**src/icc_pkg.sv**
```systemverilog
// Shared constants and types of the interrupt claim controller.
`timescale 1ns / 1ps

package icc_pkg;

	localparam int unsigned SRC_W    = 5;
	localparam int unsigned DATA_W   = 32;
	localparam int unsigned ADDR_W   = 32;
	localparam int unsigned OP_W     = 2;
	localparam int unsigned MAX_SRC  = 32;

	localparam logic [OP_W-1:0] OP_BUS_READ  = 2'd0;
	localparam logic [OP_W-1:0] OP_BUS_WRITE = 2'd1;
	localparam logic [OP_W-1:0] OP_RAISE     = 2'd2;
	localparam logic [OP_W-1:0] OP_CLEAR     = 2'd3;

	// byte offset of the claim/complete register inside the context window
	localparam logic [ADDR_W:0] CLAIM_OFFSET = 33'd4;

	localparam logic [DATA_W-1:0] ENABLE_RESET = 32'hffff_ffff;

	// per-transfer commands broadcast to every cell
	typedef struct packed {
		logic claim_rd;
		logic complete;
		logic raise;
		logic clear;
	} cell_ctl_t;

	// priority and summary chain passed from cell to cell
	typedef struct packed {
		logic found;     // a lower source is eligible now
		logic any_next;  // some lower source is eligible after the update
	} cell_chain_t;

endpackage

```
**src/icc_channels.sv**
```systemverilog
// Channel interfaces of the interrupt claim controller.
`timescale 1ns / 1ps

interface icc_cmd_if;
	import icc_pkg::*;
	logic              valid;
	logic              ready;
	logic [OP_W-1:0]   op;
	logic [ADDR_W-1:0] bus_address;
	logic [DATA_W-1:0] write_data;
	logic [SRC_W-1:0]  source_number;

	modport source (output valid, op, bus_address, write_data, source_number, input ready);
	modport sink   (input valid, op, bus_address, write_data, source_number, output ready);
endinterface

interface icc_rsp_if;
	import icc_pkg::*;
	logic             valid;
	logic             ready;
	logic [SRC_W-1:0] read_data;
	logic             external_irq;

	modport source (output valid, read_data, external_irq, input ready);
	modport sink   (input valid, read_data, external_irq, output ready);
endinterface

interface icc_cfg_if;
	import icc_pkg::*;
	logic              valid;
	logic              ready;
	logic [DATA_W-1:0] data;

	modport source (output valid, data, input ready);
	modport sink   (input valid, data, output ready);
endinterface

```
**src/interrupt_claim_controller_top.sv**
```systemverilog
// Top level: command decode, row of source cells, response register.
//
//  channel | dir | payload                                      | transfer when
//  cmd     | in  | op, bus_address, write_data, source_number  | cmd.valid & cmd.ready
//  rsp     | out | read_data, external_irq                      | rsp.valid & rsp.ready
//  cfg     | in  | data (source enable mask)                    | cfg.valid & cfg.ready
//
// One command per cycle while cmd.ready is high; each response is valid the cycle after its command.
// The claim search ripples combinationally through the cell row.
// cmd.ready is high whenever the response register is empty or being taken.
// cfg.ready is always high. Reset clears pending, claimed, line and enables all sources.
`timescale 1ns / 1ps

module interrupt_claim_controller_top
	import icc_pkg::*;
#(
	parameter int unsigned       NUM_SOURCES         = 32,
	parameter logic [ADDR_W-1:0] CONTEXT_WINDOW_BASE = 32'h0020_0000,
	parameter int unsigned       CONTEXT_WINDOW_SIZE = 4096
) (
	input logic      clk,
	input logic      arst_n,
	icc_cmd_if.sink  cmd,
	icc_rsp_if.source rsp,
	icc_cfg_if.sink  cfg
);

	localparam int unsigned NCELL = (NUM_SOURCES >= MAX_SRC) ? MAX_SRC : NUM_SOURCES;

	localparam logic [ADDR_W:0] WIN_LO     = {1'b0, CONTEXT_WINDOW_BASE};
	localparam logic [ADDR_W:0] WIN_HI     = WIN_LO + (ADDR_W+1)'(CONTEXT_WINDOW_SIZE);
	localparam logic [ADDR_W:0] CLAIM_ADDR = WIN_LO + CLAIM_OFFSET;

	logic [DATA_W-1:0] enable_q;
	logic [SRC_W-1:0]  read_data_q;
	logic              rsp_valid_q;
	logic              irq_q;

	logic              accept;
	logic              claim_hit;
	logic [ADDR_W:0]   addr_ext;
	cell_ctl_t         ctl;
	cell_chain_t       chain [NCELL+1];
	logic [NCELL-1:0]  grant;
	logic [SRC_W-1:0]  grant_idx;

	assign cmd.ready = ~rsp_valid_q | rsp.ready;
	assign accept    = cmd.valid & cmd.ready;
	assign cfg.ready = 1'b1;

	assign addr_ext  = {1'b0, cmd.bus_address};
	assign claim_hit = (addr_ext >= WIN_LO) && (addr_ext < WIN_HI) && (addr_ext == CLAIM_ADDR);

	always_comb begin
		ctl = '0;
		if (accept) begin
			unique case (cmd.op)
				OP_BUS_READ:  ctl.claim_rd = claim_hit;
				OP_BUS_WRITE: ctl.complete = claim_hit;
				OP_RAISE:     ctl.raise    = 1'b1;
				OP_CLEAR:     ctl.clear    = 1'b1;
				default:      ctl          = '0;
			endcase
		end
	end

	assign chain[0] = '0;

	for (genvar i = 0; i < NCELL; i++) begin : g_cell
		icc_cell u_cell (
			.clk          (clk),
			.arst_n       (arst_n),
			.ctl          (ctl),
			.enable       (enable_q[i]),
			.event_hit    (cmd.source_number == SRC_W'(i)),
			.complete_hit (cmd.write_data[SRC_W-1:0] == SRC_W'(i)),
			.chain_in     (chain[i]),
			.chain_out    (chain[i+1]),
			.grant        (grant[i])
		);
	end

	// grant is one-hot or empty, so OR the indices together
	always_comb begin
		grant_idx = '0;
		for (int i = 0; i < NCELL; i++) begin
			if (grant[i]) begin
				grant_idx = grant_idx | SRC_W'(i);
			end
		end
	end

	always_ff @(posedge clk or negedge arst_n) begin
		if (!arst_n) begin
			enable_q <= ENABLE_RESET;
		end else if (cfg.valid && cfg.ready) begin
			enable_q <= cfg.data;
		end
	end

	always_ff @(posedge clk or negedge arst_n) begin
		if (!arst_n) begin
			irq_q <= 1'b0;
		end else if (ctl.raise && chain[NCELL].any_next) begin
			irq_q <= 1'b1;
		end else if (ctl.clear && !chain[NCELL].any_next) begin
			irq_q <= 1'b0;
		end
	end

	always_ff @(posedge clk or negedge arst_n) begin
		if (!arst_n) begin
			rsp_valid_q <= 1'b0;
		end else if (accept) begin
			rsp_valid_q <= 1'b1;
		end else if (rsp.ready) begin
			rsp_valid_q <= 1'b0;
		end
	end

	always_ff @(posedge clk) begin
		if (accept) begin
			read_data_q <= grant_idx;
		end
	end

	assign rsp.valid        = rsp_valid_q;
	assign rsp.read_data    = read_data_q;
	assign rsp.external_irq = irq_q;

	a_grant_onehot: assert property (@(posedge clk) disable iff (!arst_n)
		$onehot0(grant))
		else $error("more than one source granted in one claim");

	a_rsp_follows: assert property (@(posedge clk) disable iff (!arst_n)
		accept |=> rsp_valid_q)
		else $error("accepted command produced no response");

	a_zero_unless_claim: assert property (@(posedge clk) disable iff (!arst_n)
		accept && !ctl.claim_rd |=> read_data_q == '0)
		else $error("nonzero read data without a claim read");

	a_bus_keeps_line: assert property (@(posedge clk) disable iff (!arst_n)
		accept && (cmd.op == OP_BUS_READ || cmd.op == OP_BUS_WRITE) |=> $stable(irq_q))
		else $error("bus access changed the interrupt line");

endmodule

```
**src/icc_cell.sv**
```systemverilog
// One interrupt source: pending and claimed bits plus its link in the priority chain.
`timescale 1ns / 1ps

module icc_cell
	import icc_pkg::*;
(
	input  logic        clk,
	input  logic        arst_n,
	input  cell_ctl_t   ctl,
	input  logic        enable,
	input  logic        event_hit,
	input  logic        complete_hit,
	input  cell_chain_t chain_in,
	output cell_chain_t chain_out,
	output logic        grant
);

	logic pending_q;
	logic claimed_q;
	logic pending_d;
	logic claimed_d;
	logic eligible;

	assign eligible = enable & pending_q & ~claimed_q;
	// lowest eligible source wins: block if anything below already is eligible
	assign grant    = ctl.claim_rd & eligible & ~chain_in.found;

	always_comb begin
		pending_d = pending_q;
		if (ctl.raise && event_hit) begin
			pending_d = 1'b1;
		end else if (ctl.clear && event_hit) begin
			pending_d = 1'b0;
		end
	end

	always_comb begin
		claimed_d = claimed_q;
		if (grant) begin
			claimed_d = 1'b1;
		end else if (ctl.complete && complete_hit) begin
			claimed_d = 1'b0;
		end
	end

	assign chain_out.found    = chain_in.found | eligible;
	assign chain_out.any_next = chain_in.any_next | (enable & pending_d & ~claimed_d);

	always_ff @(posedge clk or negedge arst_n) begin
		if (!arst_n) begin
			pending_q <= 1'b0;
			claimed_q <= 1'b0;
		end else begin
			pending_q <= pending_d;
			claimed_q <= claimed_d;
		end
	end

endmodule
```
**src/flat_wrapper.sv**
```systemverilog
// flat-port wrapper written by rule: the top's interface ports become plain ports
module interrupt_claim_controller_top_flat import icc_pkg::*;
#(
	parameter int unsigned       NUM_SOURCES         = 32,
	parameter logic [ADDR_W-1:0] CONTEXT_WINDOW_BASE = 32'h0020_0000,
	parameter int unsigned       CONTEXT_WINDOW_SIZE = 4096
)
  (clk, arst_n, cmd_valid, cmd_op, cmd_bus_address, cmd_write_data, cmd_source_number, cmd_ready, rsp_valid, rsp_read_data, rsp_external_irq, rsp_ready, cfg_valid, cfg_data, cfg_ready);
  icc_cmd_if cmd_i ();
  icc_rsp_if rsp_i ();
  icc_cfg_if cfg_i ();
  input logic clk;
  input logic arst_n;
  input wire logic [$bits(cmd_i.valid)-1:0] cmd_valid;
  input wire logic [$bits(cmd_i.op)-1:0] cmd_op;
  input wire logic [$bits(cmd_i.bus_address)-1:0] cmd_bus_address;
  input wire logic [$bits(cmd_i.write_data)-1:0] cmd_write_data;
  input wire logic [$bits(cmd_i.source_number)-1:0] cmd_source_number;
  output wire logic [$bits(cmd_i.ready)-1:0] cmd_ready;
  output wire logic [$bits(rsp_i.valid)-1:0] rsp_valid;
  output wire logic [$bits(rsp_i.read_data)-1:0] rsp_read_data;
  output wire logic [$bits(rsp_i.external_irq)-1:0] rsp_external_irq;
  input wire logic [$bits(rsp_i.ready)-1:0] rsp_ready;
  input wire logic [$bits(cfg_i.valid)-1:0] cfg_valid;
  input wire logic [$bits(cfg_i.data)-1:0] cfg_data;
  output wire logic [$bits(cfg_i.ready)-1:0] cfg_ready;
  assign cmd_i.valid = cmd_valid;
  assign cmd_i.op = cmd_op;
  assign cmd_i.bus_address = cmd_bus_address;
  assign cmd_i.write_data = cmd_write_data;
  assign cmd_i.source_number = cmd_source_number;
  assign cmd_ready = cmd_i.ready;
  assign rsp_valid = rsp_i.valid;
  assign rsp_read_data = rsp_i.read_data;
  assign rsp_external_irq = rsp_i.external_irq;
  assign rsp_i.ready = rsp_ready;
  assign cfg_i.valid = cfg_valid;
  assign cfg_i.data = cfg_data;
  assign cfg_ready = cfg_i.ready;
  interrupt_claim_controller_top #(.NUM_SOURCES(NUM_SOURCES), .CONTEXT_WINDOW_BASE(CONTEXT_WINDOW_BASE), .CONTEXT_WINDOW_SIZE(CONTEXT_WINDOW_SIZE)) u_core (.clk(clk), .arst_n(arst_n), .cmd(cmd_i), .rsp(rsp_i), .cfg(cfg_i));
endmodule
```
**config.mk**
```make
export PLATFORM = sky130hd
export DESIGN_NAME = interrupt_claim_controller_top_flat
export DESIGN_NICKNAME = d
export VERILOG_FILES = /design/src/icc_pkg.sv /design/src/icc_channels.sv /design/src/interrupt_claim_controller_top.sv /design/src/icc_cell.sv /design/src/flat_wrapper.sv
export SDC_FILE = /design/constraint.sdc
export NUM_CORES = 1
export LEC_CHECK = 0
export ABC_CLOCK_PERIOD_IN_PS = 3700
export BUFFER_PORTS_ARGS = -buffer_cell sky130_fd_sc_hd__buf_2
export CAP_MARGIN = 20
export CORE_MARGIN = 4
export CORE_UTILIZATION = 35
export DETAILED_ROUTE_END_ITERATION = 12
export PLACE_DENSITY_LB_ADDON = 0.15
export SLEW_MARGIN = 20
export SYNTH_ARGS = -nofsm -noshare
export SYNTH_HDL_FRONTEND = slang
export SYNTH_SLANG_ARGS = --single-unit
```
**constraint.sdc**
```tcl
create_clock -name clk -period 3.7 [get_ports clk]
set_clock_uncertainty 0.15 [all_clocks]
set_input_delay 0 -clock clk [delete_from_list [all_inputs] [get_ports clk]]
set_output_delay 0 -clock clk [all_outputs]
set_load 0.01 [all_outputs]
```
==> results_dict.tcl <==
set metrics [dict create \
    leakage_uw 0.003211 \
    fmax_mhz 305.4 \
    final_layout_size_suffix_gt1_share_pct 34.04 \
    avgSynthCellArea_um2 10.49 \
    num-nets-final 811 \
    post-cts-setup-buffers 0 \
    postCtsHoldBufs 47 \
    grt_first_pass_wirelength_um 28620 \
    fp.dieH_um 137.3 \
    start_util_pct 35.55 \
    grt_pass1_vias 5233 \
    drv_slew 0 \
    worstSkewPairLatency_ps 360 \
    async_flop_share_pct 95.15 \
    finalSetupViolCount 0 \
    die_w_um 137.3 \
    post-route-min-period_ps 3275 \
    antennaDiodeCount 0 \
    rrSetupSlack_ps 430 \
    io-pin-count 117 \
    utilization_pct 44.98 \
    drv_cap 0 \
    regArea_um2 2643 \
    dieArea_um2 18860 \
    path_class "reg2reg" \
    reg2reg_from "u_core.rsp.valid" \
    htree_levels 3 \
    final_cell_mix "buf_2 (87), dfrtp_1 (66), nand2_1 (54), mux2_2 (54), dlygate4sd3_1 (47)" \
    gp_congestion 0.9258 \
    whs_endpoint "u_core.g_cell[28].u_cell.pending_q" \
    setup_slack_ps 425.1 \
    holdPathStages 4 \
    critPathMaxFanout 13 \
    p_total_uw 2816 \
    tightest_slew_ps 901.8 \
    synth_top_cell_by_area "dfrtp_1" \
    r2r_end "u_core.rsp.external_irq" \
    hold_class "in2reg" \
    fin_setup_tns_ps 0 \
    synth_edf_count 5 \
    syn-instance-count 558 \
    synth.distinct_cells 62 \
    ys_ff_latch 103 \
    min_from "cmd_source_number[3]" \
    layout_commonest_cell "buf_2" \
    postRouteWirelength_um 18390 \
    finalHoldWorstSlack_ps 59.13 \
    vias 5221 \
    cts_buffer_depth 2 \
    syn_to_final_growth_pct 26.52 \
    via_per_inst 5.626 \
    reg2reg_depth 11 \
    finalCritPeriodShare_pct 88.51 \
    synth_ff_type "dfrtp_1" \
    clk_pin_slew_ps 80 \
    num_rows 47 \
    synth_top_area_share_pct 28.21 \
    max_slew_margin_pct 39.82 \
    syn_area_um2 5854 \
    fillers 1605 \
    irDropWorstVdd_uv 231.8 \
    core_area_um2 16470 \
    worstPathRequired_ps 3800 \
    synth_warnings 0 \
    yosys-top-cells-area "dfrtp_1 (28%), dfstp_2 (14%), mux2_2 (10%)" \
    ant_nets 0 \
    power_density_nw_per_um2 380.1 \
    dr.first_iter.drc_count 455 \
    syn_nets 666 \
    hold_viol_final 0 \
    root_buffer "clkbuf_16" \
    drtPass1Iterations 5 \
    multiInputGateArea_um2 3067 \
    outcome "finished, final reports clean" \
    cts_num_sinks 103 \
    overflow 0 \
    cts_tree "done" \
    cts_buffers 9 \
    crit_path_start_kind "register" \
    io_buffers 88 \
    grt_max_degree 67 \
    cp-end-kind "register" \
    grtUsageTotal_pct 20.09 \
    cts_resized 0 \
    dp_hpwl_um 13980 \
    grt_setup_unrepaired "false" \
    pre_cts_ws_ps 559.4 \
    routedWlPerCell_um 19.81 \
    cp.arrival_ps 3380 \
    antenna_found_initial 0 \
    yosysSeqAreaShare_pct 45.14 \
    drcViolationCount 0 \
]
## report_power, final
group          switching, uW  internal [uW]
Sequential              61.9           1240
Combinational            290            244
Clock                    434            544
Total                    785           2030
## cell families after synthesis
logic type,share of synthesized area (%)
muxes,11.09
and+or+nand+nor,29.11
AOI/OAI and AO/OA,12.12
other,0.06405
buffers and inverters,2.479
DFF,45.14
## worst max-delay path, stage by stage, from the launching register on
cell,delay (ps)
dfrtp_1,370
nor2b_1,190
buf_4,200
nor4b_1,300
buf_4,190
nand3_1,100
dlygate4sd3_1,610
nand2_1,70
o21ai_0,100
a31oi_1,350
nand4_1,180
o32a_1,360
## flip-flops by register name, summed over array words and instances, names as in the netlist
signal / cells
u_core.enable_q: 32
u_core.g_cell.u_cell.claimed_q: 32
u_core.g_cell.u_cell.pending_q: 32
u_core.rsp.external_irq: 1
u_core.rsp.read_data: 5
u_core.rsp.valid: 1
## synth_stat cells (all sizes together), types with 2 or more instances
library cell / instances
nand2b: 5
nand3: 21
a21oi: 4
o31ai: 14
o21a: 2
or4: 4
inv: 14
nor2: 23
buf: 4
nor4: 38
o41ai: 5
nor2b: 6
nand4: 21
nor4b: 4
or3: 3
edfxtp: 5
a21o: 5
mux2: 55
a2111oi: 4
o2111ai: 9
nor3: 8
or3b: 3
and2: 2
dfrtp: 66
a41o: 2
and3: 6
o32ai: 2
nand4b: 4
dfstp: 32
o2111a: 6
o21ai: 42
and3b: 27
mux2i: 3
and4: 8
clkbuf: 18
nand3b: 17
nor3b: 4
nand2: 54
## worst max-delay path by stage
stage                                       from                      end  slack [ps]  depth (start not counted)
6_report                        u_core.rsp.valid  u_core.rsp.external_irq         430                         11
5_1_grt                         u_core.rsp.valid  u_core.rsp.external_irq         300                         11
4_1_cts                         u_core.rsp.valid  u_core.rsp.external_irq         500                         11
3_5_place_dp   u_core.g_cell[4].u_cell.pending_q  u_core.rsp.external_irq         560                          8
3_3_place_gp   u_core.g_cell[4].u_cell.pending_q  u_core.rsp.external_irq         580                          8
2_1_floorplan  u_core.g_cell[4].u_cell.pending_q  u_core.rsp.external_irq         990                          8
## area by class of cell
type	count	share of cell area (%)
tap	220	3.716
sequential	103	35.68
timing repair buffer	156	14.46
clock buffer	11	3.277
inverter	14	0.7095
multi-input combinational	419	41.40
clock inverter	5	0.7601
## per-layer routing
metal | part of all wire [%] | vias up | global-route usage (%)
met1 | 46 | 2573 | 28.11
li1 | - | 2447 | -
met4 | 0.98 | 0 | 4.213
met3 | 7.3 | 19 | 4.858
met5 | 0 | - | 0
met2 | 46 | 182 | 31.77
## stage by stage
step	instances	instance area [um^2]
final	928	7407
after global routing	928	7407
after CTS	928	7407
after detailed placement	865	6638
after global placement	865	6638
after floorplan	558	5854
No activity file was read; power rests on OpenSTA's default activity.
